==> src/sv/a64dp_pkg.sv <==
// Shared types, encodings and helpers for the AArch64 data-processing (register) decoder.
// Used by every stage module and by the top level; depends on nothing.
`default_nettype none

package a64dp_pkg;

    typedef enum logic [1:0] {
        ST_OK      = 2'd0,
        ST_UNSUP   = 2'd1,
        ST_UNALLOC = 2'd2
    } t_status;

    typedef enum logic [3:0] {
        GRP_NONE,
        GRP_LOGICAL,
        GRP_ADDSUB_SH,
        GRP_ADDSUB_EXT,
        GRP_CARRY,
        GRP_COND_CMP,
        GRP_COND_SEL,
        GRP_ONE_SRC,
        GRP_TWO_SRC,
        GRP_THREE_SRC
    } t_grp;

    // Operand fields that a decoded instruction drives
    typedef struct packed {
        logic rd;
        logic rm;
        logic ra;
        logic shift;
        logic ext;
        logic cond;
        logic nzcv;
    } t_fsel;

    // Bits 28..24 of the major groups
    localparam logic [4:0] MAJ_LOGICAL = 5'b01010;
    localparam logic [4:0] MAJ_ADDSUB  = 5'b01011;
    localparam logic [4:0] MAJ_DP_MISC = 5'b11010;
    localparam logic [4:0] MAJ_3SRC    = 5'b11011;

    // Bits 23..21 inside the miscellaneous group
    localparam logic [2:0] SUB_CARRY    = 3'b000;
    localparam logic [2:0] SUB_COND_CMP = 3'b010;
    localparam logic [2:0] SUB_COND_SEL = 3'b100;
    localparam logic [2:0] SUB_DP_SRC   = 3'b110;

    localparam logic [5:0] OP2_UDIV   = 6'h02;
    localparam logic [5:0] OP2_LSLV   = 6'h08;
    localparam logic [5:0] OP2_CRC_LO = 6'h10;
    localparam logic [5:0] OP1_REV64  = 6'h03;
    localparam logic [5:0] OP1_LAST   = 6'h08;

    localparam logic [2:0] OP3_MADD   = 3'd0;
    localparam logic [2:0] OP3_SMADDL = 3'd1;
    localparam logic [2:0] OP3_SMULH  = 3'd2;
    localparam logic [2:0] OP3_RSVD   = 3'd3;
    localparam logic [2:0] OP3_UMADDL = 3'd5;
    localparam logic [2:0] OP3_UMULH  = 3'd6;

    localparam logic [5:0] ID_COND_CMP_BASE   = 6'd0;
    localparam logic [5:0] ID_COND_SEL_BASE   = 6'd4;
    localparam logic [5:0] ID_LOGICAL_BASE    = 6'd8;
    localparam logic [5:0] ID_ADDSUB_SH_BASE  = 6'd16;
    localparam logic [5:0] ID_ADDSUB_EXT_BASE = 6'd20;
    localparam logic [5:0] ID_CARRY_BASE      = 6'd24;
    localparam logic [5:0] ID_DIV_BASE        = 6'd28;
    localparam logic [5:0] ID_SHIFTV_BASE     = 6'd30;
    localparam logic [5:0] ID_CRC_BASE        = 6'd34;
    localparam logic [5:0] ID_ONE_SRC_BASE    = 6'd46;
    localparam logic [5:0] ID_MSUB            = 6'd55;
    localparam logic [5:0] ID_MADD            = 6'd56;
    localparam logic [5:0] ID_SMSUBL          = 6'd57;
    localparam logic [5:0] ID_SMADDL          = 6'd58;
    localparam logic [5:0] ID_SMULH           = 6'd59;
    localparam logic [5:0] ID_UMSUBL          = 6'd60;
    localparam logic [5:0] ID_UMADDL          = 6'd61;
    localparam logic [5:0] ID_UMULH           = 6'd62;
    localparam logic [5:0] ID_NONE            = 6'd63;

    localparam logic [4:0] REG_ZR = 5'd31;

    // Two-source opcodes: divides, variable shifts, CRC and min/max
    function automatic logic two_src_known(input logic [5:0] op);
        logic div_op;
        logic shv_op;
        logic crc_mm;
        div_op = (op[5:1] == OP2_UDIV[5:1]);
        shv_op = (op[5:2] == OP2_LSLV[5:2]);
        crc_mm = (op[5:4] == OP2_CRC_LO[5:4]) && (op[3:2] != 2'b11);
        return div_op || shv_op || crc_mm;
    endfunction

endpackage

`default_nettype wire

==> src/sv/a64dp_classify.sv <==
// First stage: sorts the instruction word into its group and checks the group's fixed bits.
// Depends on a64dp_pkg.
`default_nettype none

module a64dp_classify (
    input  wire logic              i_clk,
    input  wire logic              i_rst_n,
    input  wire logic              i_adv,
    input  wire logic              i_valid,
    input  wire logic [31:0]       i_word,
    output logic                   o_valid,
    output logic [31:0]            o_word,
    output a64dp_pkg::t_grp        o_grp,
    output logic                   o_fixed_ok
);

    logic                r_valid;
    logic [31:0]         r_word;
    a64dp_pkg::t_grp     r_grp;
    logic                r_fixed_ok;
    a64dp_pkg::t_grp     n_grp;
    logic                n_fixed_ok;

    always_comb begin
        n_grp      = a64dp_pkg::GRP_NONE;
        n_fixed_ok = 1'b1;
        case (i_word[28:24])
            a64dp_pkg::MAJ_LOGICAL: begin
                n_grp = a64dp_pkg::GRP_LOGICAL;
            end
            a64dp_pkg::MAJ_ADDSUB: begin
                n_grp = i_word[21] ? a64dp_pkg::GRP_ADDSUB_EXT : a64dp_pkg::GRP_ADDSUB_SH;
            end
            a64dp_pkg::MAJ_DP_MISC: begin
                case (i_word[23:21])
                    a64dp_pkg::SUB_CARRY: begin
                        n_grp      = a64dp_pkg::GRP_CARRY;
                        n_fixed_ok = (i_word[15:10] == 6'd0);
                    end
                    a64dp_pkg::SUB_COND_CMP: begin
                        n_grp      = a64dp_pkg::GRP_COND_CMP;
                        n_fixed_ok = i_word[29] && !i_word[10] && !i_word[4];
                    end
                    a64dp_pkg::SUB_COND_SEL: begin
                        n_grp      = a64dp_pkg::GRP_COND_SEL;
                        n_fixed_ok = !i_word[29];
                    end
                    a64dp_pkg::SUB_DP_SRC: begin
                        if (i_word[30]) begin
                            n_grp      = a64dp_pkg::GRP_ONE_SRC;
                            n_fixed_ok = !i_word[29] && (i_word[20:16] == 5'd0)
                                         && (i_word[15:10] <= a64dp_pkg::OP1_LAST);
                        end else begin
                            n_grp      = a64dp_pkg::GRP_TWO_SRC;
                            n_fixed_ok = !i_word[29]
                                         && a64dp_pkg::two_src_known(i_word[15:10]);
                        end
                    end
                    default: begin
                        n_grp = a64dp_pkg::GRP_NONE;
                    end
                endcase
            end
            a64dp_pkg::MAJ_3SRC: begin
                n_grp      = a64dp_pkg::GRP_THREE_SRC;
                n_fixed_ok = (i_word[30:29] == 2'b00);
            end
            default: begin
                n_grp = a64dp_pkg::GRP_NONE;
            end
        endcase
    end

    always_ff @(posedge i_clk) begin
        if (!i_rst_n) begin
            r_valid <= 1'b0;
        end else if (i_adv) begin
            r_valid <= i_valid;
        end
    end

    always_ff @(posedge i_clk) begin
        if (i_adv) begin
            r_word     <= i_word;
            r_grp      <= n_grp;
            r_fixed_ok <= n_fixed_ok;
        end
    end

    assign o_valid    = r_valid;
    assign o_word     = r_word;
    assign o_grp      = r_grp;
    assign o_fixed_ok = r_fixed_ok;

endmodule

`default_nettype wire

==> src/sv/a64dp_decode.sv <==
// Second stage: applies the reserved-encoding checks and forms status, number and field selects.
// Depends on a64dp_pkg; fed by a64dp_classify.
`default_nettype none

module a64dp_decode (
    input  wire logic              i_clk,
    input  wire logic              i_rst_n,
    input  wire logic              i_adv,
    input  wire logic              i_valid,
    input  wire logic [31:0]       i_word,
    input  wire a64dp_pkg::t_grp   i_grp,
    input  wire logic              i_fixed_ok,
    output logic                   o_valid,
    output logic [31:0]            o_word,
    output a64dp_pkg::t_status     o_status,
    output logic [5:0]             o_id,
    output a64dp_pkg::t_fsel       o_sel
);

    logic                  r_valid;
    logic [31:0]           r_word;
    a64dp_pkg::t_status    r_status;
    logic [5:0]            r_id;
    a64dp_pkg::t_fsel      r_sel;
    a64dp_pkg::t_status    n_status;
    logic [5:0]            n_id;
    a64dp_pkg::t_fsel      n_sel;

    logic       sf;
    logic       wide_shift;
    logic [5:0] op6;
    logic [2:0] op3;
    logic       o0;
    logic       acc_zr;
    logic       crc_grp;
    logic       crc64;

    assign sf         = i_word[31];
    assign wide_shift = !sf && i_word[15];
    assign op6        = i_word[15:10];
    assign op3        = i_word[23:21];
    assign o0         = i_word[15];
    assign acc_zr     = (i_word[14:10] == a64dp_pkg::REG_ZR);
    assign crc_grp    = (op6[5:3] == a64dp_pkg::OP2_CRC_LO[5:3]);
    assign crc64      = crc_grp && (op6[1:0] == 2'b11);

    always_comb begin
        n_status = a64dp_pkg::ST_UNSUP;
        n_id     = a64dp_pkg::ID_NONE;
        n_sel    = '0;
        if (i_fixed_ok) begin
            case (i_grp)
                a64dp_pkg::GRP_LOGICAL: begin
                    if (wide_shift) begin
                        n_status = a64dp_pkg::ST_UNALLOC;
                    end else begin
                        n_status  = a64dp_pkg::ST_OK;
                        n_id      = a64dp_pkg::ID_LOGICAL_BASE
                                    + {3'b000, i_word[30:29], i_word[21]};
                        n_sel.rd    = 1'b1;
                        n_sel.rm    = 1'b1;
                        n_sel.shift = 1'b1;
                    end
                end
                a64dp_pkg::GRP_ADDSUB_SH: begin
                    if (i_word[23:22] == 2'b11 || wide_shift) begin
                        n_status = a64dp_pkg::ST_UNALLOC;
                    end else begin
                        n_status    = a64dp_pkg::ST_OK;
                        n_id        = a64dp_pkg::ID_ADDSUB_SH_BASE + {4'b0000, i_word[30:29]};
                        n_sel.rd    = 1'b1;
                        n_sel.rm    = 1'b1;
                        n_sel.shift = 1'b1;
                    end
                end
                a64dp_pkg::GRP_ADDSUB_EXT: begin
                    if (i_word[23:22] != 2'b00 || i_word[12:10] > 3'd4) begin
                        n_status = a64dp_pkg::ST_UNALLOC;
                    end else begin
                        n_status  = a64dp_pkg::ST_OK;
                        n_id      = a64dp_pkg::ID_ADDSUB_EXT_BASE + {4'b0000, i_word[30:29]};
                        n_sel.rd  = 1'b1;
                        n_sel.rm  = 1'b1;
                        n_sel.ext = 1'b1;
                    end
                end
                a64dp_pkg::GRP_CARRY: begin
                    n_status = a64dp_pkg::ST_OK;
                    n_id     = a64dp_pkg::ID_CARRY_BASE + {4'b0000, i_word[30:29]};
                    n_sel.rd = 1'b1;
                    n_sel.rm = 1'b1;
                end
                a64dp_pkg::GRP_COND_CMP: begin
                    n_status   = a64dp_pkg::ST_OK;
                    n_id       = a64dp_pkg::ID_COND_CMP_BASE + {4'b0000, i_word[30], i_word[11]};
                    n_sel.rm   = 1'b1;
                    n_sel.cond = 1'b1;
                    n_sel.nzcv = 1'b1;
                end
                a64dp_pkg::GRP_COND_SEL: begin
                    if (i_word[11]) begin
                        n_status = a64dp_pkg::ST_UNALLOC;
                    end else begin
                        n_status   = a64dp_pkg::ST_OK;
                        n_id       = a64dp_pkg::ID_COND_SEL_BASE
                                     + {4'b0000, i_word[30], i_word[10]};
                        n_sel.rd   = 1'b1;
                        n_sel.rm   = 1'b1;
                        n_sel.cond = 1'b1;
                    end
                end
                a64dp_pkg::GRP_ONE_SRC: begin
                    if (op6 == a64dp_pkg::OP1_REV64 && !sf) begin
                        n_status = a64dp_pkg::ST_UNALLOC;
                    end else begin
                        n_status = a64dp_pkg::ST_OK;
                        n_id     = a64dp_pkg::ID_ONE_SRC_BASE + op6;
                        n_sel.rd = 1'b1;
                    end
                end
                a64dp_pkg::GRP_TWO_SRC: begin
                    if (op6[5:1] == a64dp_pkg::OP2_UDIV[5:1]) begin
                        n_id = a64dp_pkg::ID_DIV_BASE + (op6 - a64dp_pkg::OP2_UDIV);
                    end else if (op6[5:2] == a64dp_pkg::OP2_LSLV[5:2]) begin
                        n_id = a64dp_pkg::ID_SHIFTV_BASE + (op6 - a64dp_pkg::OP2_LSLV);
                    end else begin
                        n_id = a64dp_pkg::ID_CRC_BASE + (op6 - a64dp_pkg::OP2_CRC_LO);
                    end
                    // CRC operand size must agree with sf
                    if (crc_grp && (crc64 != sf)) begin
                        n_status = a64dp_pkg::ST_UNALLOC;
                        n_id     = a64dp_pkg::ID_NONE;
                    end else begin
                        n_status = a64dp_pkg::ST_OK;
                        n_sel.rd = 1'b1;
                        n_sel.rm = 1'b1;
                    end
                end
                a64dp_pkg::GRP_THREE_SRC: begin
                    n_status = a64dp_pkg::ST_UNALLOC;
                    case (op3)
                        a64dp_pkg::OP3_MADD: begin
                            n_status = a64dp_pkg::ST_OK;
                            n_id     = o0 ? a64dp_pkg::ID_MSUB : a64dp_pkg::ID_MADD;
                            n_sel.ra = 1'b1;
                        end
                        a64dp_pkg::OP3_SMADDL: begin
                            if (sf) begin
                                n_status = a64dp_pkg::ST_OK;
                                n_id     = o0 ? a64dp_pkg::ID_SMSUBL : a64dp_pkg::ID_SMADDL;
                                n_sel.ra = 1'b1;
                            end
                        end
                        a64dp_pkg::OP3_SMULH: begin
                            if (sf && !o0 && acc_zr) begin
                                n_status = a64dp_pkg::ST_OK;
                                n_id     = a64dp_pkg::ID_SMULH;
                            end
                        end
                        a64dp_pkg::OP3_RSVD: begin
                            if (sf) begin
                                n_status = a64dp_pkg::ST_UNSUP;
                            end
                        end
                        a64dp_pkg::OP3_UMADDL: begin
                            if (sf) begin
                                n_status = a64dp_pkg::ST_OK;
                                n_id     = o0 ? a64dp_pkg::ID_UMSUBL : a64dp_pkg::ID_UMADDL;
                                n_sel.ra = 1'b1;
                            end
                        end
                        a64dp_pkg::OP3_UMULH: begin
                            if (sf && !o0 && acc_zr) begin
                                n_status = a64dp_pkg::ST_OK;
                                n_id     = a64dp_pkg::ID_UMULH;
                            end
                        end
                        default: begin
                            n_status = a64dp_pkg::ST_UNALLOC;
                        end
                    endcase
                    if (n_status == a64dp_pkg::ST_OK) begin
                        n_sel.rd = 1'b1;
                        n_sel.rm = 1'b1;
                    end else begin
                        n_sel.ra = 1'b0;
                    end
                end
                default: begin
                    n_status = a64dp_pkg::ST_UNSUP;
                end
            endcase
        end
    end

    always_ff @(posedge i_clk) begin
        if (!i_rst_n) begin
            r_valid <= 1'b0;
        end else if (i_adv) begin
            r_valid <= i_valid;
        end
    end

    always_ff @(posedge i_clk) begin
        if (i_adv) begin
            r_word   <= i_word;
            r_status <= n_status;
            r_id     <= n_id;
            r_sel    <= n_sel;
        end
    end

    assign o_valid  = r_valid;
    assign o_word   = r_word;
    assign o_status = r_status;
    assign o_id     = r_id;
    assign o_sel    = r_sel;

endmodule

`default_nettype wire

==> src/sv/a64dp_pack.sv <==
// Third stage: extracts the operand fields, zeroes all of them when status is not ok,
// and holds the result beat for the receiver. Depends on a64dp_pkg.
`default_nettype none

module a64dp_pack (
    input  wire logic                i_clk,
    input  wire logic                i_rst_n,
    input  wire logic                i_adv,
    input  wire logic                i_valid,
    input  wire logic [31:0]         i_word,
    input  wire a64dp_pkg::t_status  i_status,
    input  wire logic [5:0]          i_id,
    input  wire a64dp_pkg::t_fsel    i_sel,
    output logic                     o_valid,
    output logic [1:0]               o_status,
    output logic [5:0]               o_id,
    output logic [4:0]               o_rd,
    output logic [4:0]               o_rn,
    output logic [4:0]               o_rm,
    output logic [4:0]               o_ra,
    output logic                     o_sf,
    output logic [1:0]               o_shift_kind,
    output logic [5:0]               o_shift_count,
    output logic [2:0]               o_extend_kind,
    output logic [3:0]               o_cond,
    output logic [3:0]               o_nzcv
);

    logic        r_valid;
    logic [1:0]  r_status;
    logic [5:0]  r_id;
    logic [4:0]  r_rd;
    logic [4:0]  r_rn;
    logic [4:0]  r_rm;
    logic [4:0]  r_ra;
    logic        r_sf;
    logic [1:0]  r_shift_kind;
    logic [5:0]  r_shift_count;
    logic [2:0]  r_extend_kind;
    logic [3:0]  r_cond;
    logic [3:0]  r_nzcv;

    logic        ok;
    logic [5:0]  n_shift_count;

    assign ok = (i_status == a64dp_pkg::ST_OK);

    always_comb begin
        n_shift_count = 6'd0;
        if (ok && i_sel.shift) begin
            n_shift_count = i_word[15:10];
        end else if (ok && i_sel.ext) begin
            n_shift_count = {3'b000, i_word[12:10]};
        end
    end

    always_ff @(posedge i_clk) begin
        if (!i_rst_n) begin
            r_valid <= 1'b0;
        end else if (i_adv) begin
            r_valid <= i_valid;
        end
    end

    always_ff @(posedge i_clk) begin
        if (i_adv) begin
            r_status      <= i_status;
            r_id          <= ok ? i_id : a64dp_pkg::ID_NONE;
            r_rd          <= (ok && i_sel.rd)    ? i_word[4:0]   : 5'd0;
            r_rn          <= ok                  ? i_word[9:5]   : 5'd0;
            r_rm          <= (ok && i_sel.rm)    ? i_word[20:16] : 5'd0;
            r_ra          <= (ok && i_sel.ra)    ? i_word[14:10] : 5'd0;
            r_sf          <= ok && i_word[31];
            r_shift_kind  <= (ok && i_sel.shift) ? i_word[23:22] : 2'd0;
            r_shift_count <= n_shift_count;
            r_extend_kind <= (ok && i_sel.ext)   ? i_word[15:13] : 3'd0;
            r_cond        <= (ok && i_sel.cond)  ? i_word[15:12] : 4'd0;
            r_nzcv        <= (ok && i_sel.nzcv)  ? i_word[3:0]   : 4'd0;
        end
    end

    assign o_valid       = r_valid;
    assign o_status      = r_status;
    assign o_id          = r_id;
    assign o_rd          = r_rd;
    assign o_rn          = r_rn;
    assign o_rm          = r_rm;
    assign o_ra          = r_ra;
    assign o_sf          = r_sf;
    assign o_shift_kind  = r_shift_kind;
    assign o_shift_count = r_shift_count;
    assign o_extend_kind = r_extend_kind;
    assign o_cond        = r_cond;
    assign o_nzcv        = r_nzcv;

endmodule

`default_nettype wire

==> src/sv/arm64_dp_register_decoder_unit.sv <==
// Top level of the AArch64 data-processing (register) decoder.
// Depends on a64dp_pkg, a64dp_classify, a64dp_decode and a64dp_pack.
//
// Input channel: i_valid / o_stall with i_instruction_word; one beat per word.
// Output channel: o_valid / i_stall with status, instruction number and operand
// fields; exactly one result beat per input beat, in order.
// A beat moves on a rising edge where valid is high and stall is low.
// Each accepted word passes through the classify, decode and pack registers
// before o_valid. Throughput: one word per cycle while the receiver takes beats.
// Each stage moves when it is empty or the stage after it moves, so bubbles
// close up; while the receiver stalls, the result register holds and the
// stages behind it fill, o_stall rising once all three hold a beat.
// Status not ok gives instruction number 63 and every other field zero.
// Reset (i_rst_n low at a clock edge) empties all stages; no beat is lost
// or repeated across a stall.
`default_nettype none

module arm64_dp_register_decoder_unit (
    input  wire logic        i_clk,
    input  wire logic        i_rst_n,
    input  wire logic        i_valid,
    output logic             o_stall,
    input  wire logic [31:0] i_instruction_word,
    output logic             o_valid,
    input  wire logic        i_stall,
    output logic [1:0]       o_status,
    output logic [5:0]       o_instruction_id,
    output logic [4:0]       o_dest_reg,
    output logic [4:0]       o_first_src_reg,
    output logic [4:0]       o_second_src_or_imm,
    output logic [4:0]       o_accum_reg,
    output logic             o_is_64bit,
    output logic [1:0]       o_shift_kind,
    output logic [5:0]       o_shift_count,
    output logic [2:0]       o_extend_kind,
    output logic [3:0]       o_cond_code,
    output logic [3:0]       o_flags_value
);

    logic                  adv1;
    logic                  adv2;
    logic                  adv3;
    logic                  v1;
    logic                  v2;
    logic [31:0]           word1;
    logic [31:0]           word2;
    a64dp_pkg::t_grp       grp1;
    logic                  fixed_ok1;
    a64dp_pkg::t_status    status2;
    logic [5:0]            id2;
    a64dp_pkg::t_fsel      sel2;

    // Advance a stage when it is empty or the next one advances
    assign adv3    = !o_valid || !i_stall;
    assign adv2    = !v2 || adv3;
    assign adv1    = !v1 || adv2;
    assign o_stall = !adv1;

    a64dp_classify u_classify (
        .i_clk      (i_clk),
        .i_rst_n    (i_rst_n),
        .i_adv      (adv1),
        .i_valid    (i_valid),
        .i_word     (i_instruction_word),
        .o_valid    (v1),
        .o_word     (word1),
        .o_grp      (grp1),
        .o_fixed_ok (fixed_ok1)
    );

    a64dp_decode u_decode (
        .i_clk      (i_clk),
        .i_rst_n    (i_rst_n),
        .i_adv      (adv2),
        .i_valid    (v1),
        .i_word     (word1),
        .i_grp      (grp1),
        .i_fixed_ok (fixed_ok1),
        .o_valid    (v2),
        .o_word     (word2),
        .o_status   (status2),
        .o_id       (id2),
        .o_sel      (sel2)
    );

    a64dp_pack u_pack (
        .i_clk         (i_clk),
        .i_rst_n       (i_rst_n),
        .i_adv         (adv3),
        .i_valid       (v2),
        .i_word        (word2),
        .i_status      (status2),
        .i_id          (id2),
        .i_sel         (sel2),
        .o_valid       (o_valid),
        .o_status      (o_status),
        .o_id          (o_instruction_id),
        .o_rd          (o_dest_reg),
        .o_rn          (o_first_src_reg),
        .o_rm          (o_second_src_or_imm),
        .o_ra          (o_accum_reg),
        .o_sf          (o_is_64bit),
        .o_shift_kind  (o_shift_kind),
        .o_shift_count (o_shift_count),
        .o_extend_kind (o_extend_kind),
        .o_cond        (o_cond_code),
        .o_nzcv        (o_flags_value)
    );

endmodule

`default_nettype wire

==> config.mk <==
export PLATFORM = sky130hd
export DESIGN_NAME = arm64_dp_register_decoder_unit
export DESIGN_NICKNAME = d
export VERILOG_FILES = /design/src/sv/a64dp_pkg.sv /design/src/sv/a64dp_classify.sv /design/src/sv/a64dp_decode.sv /design/src/sv/a64dp_pack.sv /design/src/sv/arm64_dp_register_decoder_unit.sv
export SDC_FILE = /design/constraint.sdc
export NUM_CORES = 1
export LEC_CHECK = 0
export BUFFER_PORTS_ARGS = -buffer_cell sky130_fd_sc_hd__buf_4
export CAP_MARGIN = 25
export CORE_MARGIN = 1
export CORE_UTILIZATION = 45
export CTS_BUF_LIST = sky130_fd_sc_hd__clkbuf_2 sky130_fd_sc_hd__clkbuf_4 sky130_fd_sc_hd__clkbuf_8
export DETAILED_ROUTE_END_ITERATION = 10
export PLACE_DENSITY_LB_ADDON = 0.12
export SYNTH_ARGS = -nofsm -noshare
export SYNTH_HDL_FRONTEND = slang
export SYNTH_SLANG_ARGS = --single-unit
==> constraint.sdc <==
create_clock -name i_clk -period 2.5 [get_ports i_clk]
set_clock_uncertainty 0.15 [all_clocks]
set_input_delay 0.25 -clock i_clk [delete_from_list [all_inputs] [get_ports i_clk]]
set_output_delay 0.25 -clock i_clk [all_outputs]
set_load 0.05 [all_outputs]
Yosys cells after proc, flatten, opt, wreduce, memory -nomap -nowiden
Cells that the tools add are included.
{ "op_classes": {"magnitude_cmp": 2, "reduce_logical": 50, "muxes": 57, "n_eq_ne": 33, "addsub": 12} }
{ "op_table": {"columns": ["op", "count"], "rows": [
  ["$mux W6", 11],
  ["$pmux W6 S9", 1],
  ["$mux W2", 18],
  ["$pmux W4 S4", 2],
  ["$pmux W6 S5", 1],
  ["$logic_and A1 B1 Y1", 20],
  ["$add A5 B2 Y6 const A", 3],
  ["$eq A4 B2 Y1 const B", 4],
  ["$eq A4 B3 Y1 const B", 4],
  ["$pmux W2 S8", 1],
  ["$eq A5 B5 Y1 const B", 3],
  ["$add A5 B6 Y6 const A", 2],
  ["$add A6 B6 Y6 const A", 2],
  ["$eq A3 B2 Y1 const B", 4],
  ["$eq A3 B3 Y1 const B", 4],
  ["$mux W1", 11],
  ["$eq A5 B1 Y1 const B", 2],
  ["$eq A5 B4 Y1 const B", 2],
  ["$logic_not A1 Y1", 10],
  ["$eq A4 B4 Y1 const B", 2],
  ["$mux W4", 2],
  ["$pmux W1 S2", 4],
  ["$pmux W1 S8", 1],
  ["$pmux W2 S4", 1],
  ["other kinds (26)", 39]
]} }
{ "totals": {"wordCells": 182, "reg_bits": 135, "output_inout_bits": 50, "in_bits": 36} }

Depth between registers and ports, before layout
{ "logic_depth": {"depth_word": 10, "mapped_depth": 8, "mapped_depth_nobuf": 7} }

Hierarchy
Synthesis repeated with hierarchy kept, for this count alone.
{ "unflattened": {"hier_cells": 407, "area_unflattened_um2": 5809.3} }
{ "modules_own_cells": {"columns": ["module", "cells_per_inst", "seq_area_each_um2", "area_each_um2", "instances"], "rows": [
  ["a64dp_decode", 224, 1431.4, 2590.0, 1],
  ["a64dp_pack", 103, 1461.4, 1833.0, 1],
  ["a64dp_classify", 76, 1131.1, 1362.6, 1],
  ["arm64_dp_register_decoder_unit", 4, 0.0, 23.8, 1]
]} }

Least setup slack after synthesis
OpenSTA, ideal clock, no wires.
{ "synth_path": {"path_kind": "reg-to-reg", "start": "reg u_pack.r_valid, in the netlist u_pack.o_valid", "end": "reg u_classify.r_valid, in the netlist u_classify.o_valid", "path_slack_ns": -0.015, "arrival_time_ns": 2.249, "t_required_ns": 2.234, "synth_period_minus_slack_ns": 2.515, "n_path_buf": 0, "setup_ns": 0.116, "stages_incl_launch_ff": 5, "path_cell_list": "dfxtp_1 > and3_1 > nand2_1 > inv_1 > o21a_1"} }
{ "synth_between": {"elab_chain_cells": 4} }
{ "synth_rtl": {"columns": ["item", "line", "text"], "rows": [
  ["start: declaration", "a64dp_pack.sv:29", "logic r_valid;"],
  ["start signal: assignment", "a64dp_pack.sv:61", "r_valid <= i_valid;"],
  ["$logic_not A1 Y1", "arm64_dp_register_decoder_unit.sv:54", "assign adv3 = !o_valid || !i_stall;"],
  ["$logic_or A1 B1 Y1", "arm64_dp_register_decoder_unit.sv:54", null],
  ["$logic_or A1 B1 Y1", "arm64_dp_register_decoder_unit.sv:55", "assign adv2 = !v2 || adv3;"],
  ["$logic_or A1 B1 Y1", "arm64_dp_register_decoder_unit.sv:56", "assign adv1 = !v1 || adv2;"],
  ["end signal: assignment", "a64dp_classify.sv:78", "r_valid <= i_valid;"],
  ["end: declaration", "a64dp_classify.sv:17", "logic r_valid;"]
]} }
No other way between the ends.
A chain may end at the register's enable or synchronous reset.

Worst setup path after layout
{ "layout_path": {"start": "reg u_classify.r_grp[2], in the netlist u_classify.o_grp[2]", "end": "reg u_decode.r_id[1], in the netlist u_decode.o_id[1] (data pin)"} }
{ "layout_between": {"elab_chain_cells": 2, "word_cells_on_any_way": 10, "cone_classes": "9 x eq/ne; 1 x mux"} }
{ "layout_rtl": {"columns": ["item", "line", "text"], "rows": [
  ["start: declaration", "a64dp_classify.sv:19", "a64dp_pkg::t_grp r_grp;"],
  ["start signal: assignment", "a64dp_classify.sv:85", "r_grp <= n_grp;"],
  ["$eq A4 B4 Y1 (tied with other cells)", "a64dp_decode.sv:52", "case (i_grp)"],
  ["$pmux W6 S9 (*)", "a64dp_decode.sv:52", null],
  ["end signal: assignment", "a64dp_decode.sv:208", "r_id <= n_id;"],
  ["end: declaration", "a64dp_decode.sv:23", "logic [5:0] r_id;"]
]} }
Every way passes the cells marked *; elsewhere a longest branch is shown, timed or not.

==> impl_metrics.toml <==
[run_status]
outcome = "finished, violations left"
failed_checks = "design-rule violations"

[floorplanning]
fp.dieArea_um2 = 12500
rows = 39
ios = 86
fp.dieH_um = 112
core_um2 = 11600
die_w_um = 112
start_util_pct = 46.9

[timing]
max_clock_freq_ghz = 0.431
hold_violations = 0
period_minus_slack_ns = 2.32
finalSetupTns_ns = 0
setup_viol = 0
slew_viol_final = 0
fin_crit_sh_pct = 92.8
rsz0062_at_grt = "no"
slew_headroom_pct = 62.6
setup_ws_ns = 0.179
worstMarginPinSlew_ns = 0.560

[global_route]
grt_pass1_wl_um = 19800
grt_max_degree = 40
grt.overflow.total = 0
antenna_found_initial = 0
grt_pass1_vias = 3805
grtUsageTotal_pct = 21.2

[synthesis]
synthXorXnorAreaFrac_pct = 0.969
post-synth-top-count-cell = "edfxtp_1"
ys.flop_type = "edfxtp_1"
ys_seq_elements = 122
synth.distinct_cells = 57
yosys_warnings = 0
synth_top_family_by_area = "simple AND/OR/NAND/NOR gates"
synth-simple-area-share_pct = 16.4
synth_compound_area_share_pct = 11.1
synth_area_leaders = "edfxtp_1, and3_1, a21oi_1, ha_1, nor2_1"
synth_seq_area_share_pct = 67.0
synth_edf_count = 119
syn-num-nets = 460
synth_top_area_share_pct = 65.9
ys_async_sr_fraction_pct = 0
syn_area_um2 = 5420
syn_inst = 416
yosys.area.top_type = "edfxtp_1"
synthAdderAreaFrac_pct = 1.85
muxShareOfSynthArea_pct = 0.208
syn-mean-instance-area_um2 = 13.0
ys_top_cells_by_count = "edfxtp_1, and3_1, nor2_1"

[placed_design]
port_buffers = 85
placedCellCount = 648
place_worst_setup_slack_ns = 0.188
detailed_place_hpwl_um = 8940
routabilityCongestion = 0.898

[power]
peakVddDrop_uv = 400
pwr_density_cell_nw_per_um2 = 635
leakagePower_nw = 2.93

[setup_path]
cp.arrival_ns = 2.35
crit_fanout = 11
critPathRequiredTime_ns = 2.53
critPathKind = "reg -> reg"
end_kind = "register"
start_kind = "register"

[final_layout]
diodes = 0
final_cells = 713
area_growth_pct = 29.7
nFillCells = 934
final_nets = 601
drive_gt1_share_pct = 26.0

[detailed_routing]
drtIter0Drc = 309
routedWlPerCell_um = 17.8
via_count = 3920
routed_wl_um = 12700
drt.antenna.violating_nets = 0
viasPerCell = 5.50
first_pass_iters = 8
drcViolationCount = 8

[cts]
ctsHtreeMaxLevel = 4
cts_buffers = 17
root_buffer = "clkbuf_8"
cts_tree = "yes"
cts.sinks = 122
clk_path_buf_depth = 2
worstSkewPairLatency_ns = 0.43
path_clk_slew_ns = 0.08

[worst_hold_path]
hold_path_class = "in -> reg"

[flow_run]
drv_cap = 0
[path summary, 6_finish.rpt]
path	from	end	slack [ns]	depth (start not counted)
max	u_classify.o_grp[2]$_DFFE_PN_	u_decode.o_id[1]$_SDFFCE_PN1P_	0.18	6
min	i_instruction_word[26]	u_classify.o_grp[1]$_DFFE_PN_	0.09	3
max reg2reg	u_classify.o_grp[2]$_DFFE_PN_	u_decode.o_id[1]$_SDFFCE_PN1P_	0.18	6
min reg2reg	u_classify.o_word[19]$_DFFE_PN_	u_decode.o_word[19]$_DFFE_PP_	0.27	0
[kinds of logic (layout without fill, tap and decap cells)]
group	after synthesis	count (layout)
AOI/OAI and AO/OA	89	89
xor gates and xnor gates	6	6
adders and majority gates	8	8
buffers and inverters	33	187
DFF	122	122
muxes	1	1
and+or+nand+nor	157	157
[registers in the layout, indices dropped and copies added (netlist names)]
name	flops
u_pack.o_id	6
u_classify.o_valid	1
u_pack.o_extend_kind	3
u_pack.o_cond	4
u_decode.o_word	24
u_pack.o_sf	1
u_pack.o_status	2
u_pack.o_rd	5
u_classify.o_grp	4
u_pack.o_shift_kind	2
u_decode.o_status	2
u_classify.o_fixed_ok	1
u_pack.o_valid	1
u_decode.o_valid	1
u_pack.o_shift_count	6
u_decode.o_id	6
u_pack.o_nzcv	4
u_decode.o_sel	7
u_classify.o_word	27
u_pack.o_ra	5
u_pack.o_rm	5
u_pack.o_rn	5
[placed cells by master, fill, tap and decap left out, drive strengths merged, types with 6 or more instances in the layout]
cell           n
edfxtp       119
buf          108
and3          32
dlygate4sd3   32
nor2          25
a21oi         23
nand2         23
inv           22
o21ai         18
clkbuf        17
or3           11
and2          10
nor3           8
nand3          8
ha             8
nor2b          7
nand2b         7
o211ai         6
[area by class of cell]
class	instances	area (um^2)	share of cell area, %
multi-input cells	261	1660	23.6
repair buffers	140	1130	16.1
inverters	15	56.3	0.801
clock inverters	15	139	1.98
flip-flops and latches	122	3630	51.7
clock buffers	17	234	3.33
well taps	143	179	2.54
[through the flow]
| step | util, % | total power [W] | hold WS (ns) | area, um^2 |
|---|---|---|---|---|
| after global routing | 60.8 | 0.00463 | 0.0700 | 7030 |
| after CTS | 60.7 | 0.00450 | 0.0557 | 7020 |
| final | 60.8 | 0.00447 | 0.0850 | 7030 |
| after floorplan | - | 0.00264 | 0.199 | 5430 |
| after global placement | 54.7 | 0.00281 | 0.250 | 6330 |
| after detailed placement | 54.7 | 0.00281 | 0.255 | 6330 |
[worst max-delay path: stages, from the launching register on]
cell and delay [ns]:
edfxtp_1 0.57, buf_4 0.26, o21ai_0 0.14, nand2_1 0.12, nor3b_1 0.37, o211ai_1 0.13
or3_1 0.32
[report_power, final]
part / switching (W) / internal (W)
registers: 0.0000521 / 0.00232
clock network: 0.000855 / 0.000803
logic: 0.000252 / 0.000185
total: 0.00116 / 0.00331
[metal layers]
| metal | track usage, % | vias to the layer above | part of all wire, % |
|---|---|---|---|
| met3 | 4.79 | 29 | 5.3 |
| met1 | 27.7 | 1867 | 44 |
| met2 | 33.4 | 140 | 48 |
| met5 | 0 | - | 0 |
| li1 | - | 1884 | - |
| met4 | 10.3 | 0 | 2.6 |
[repair_timing]
action                     CTS  global route
setup endpoints to repair    0             1
hold buffers                32             0
buffers inserted             0             1
hold endpoints to repair    31             0
gates resized for setup      0             0
(Power assumes the default switching activity.)
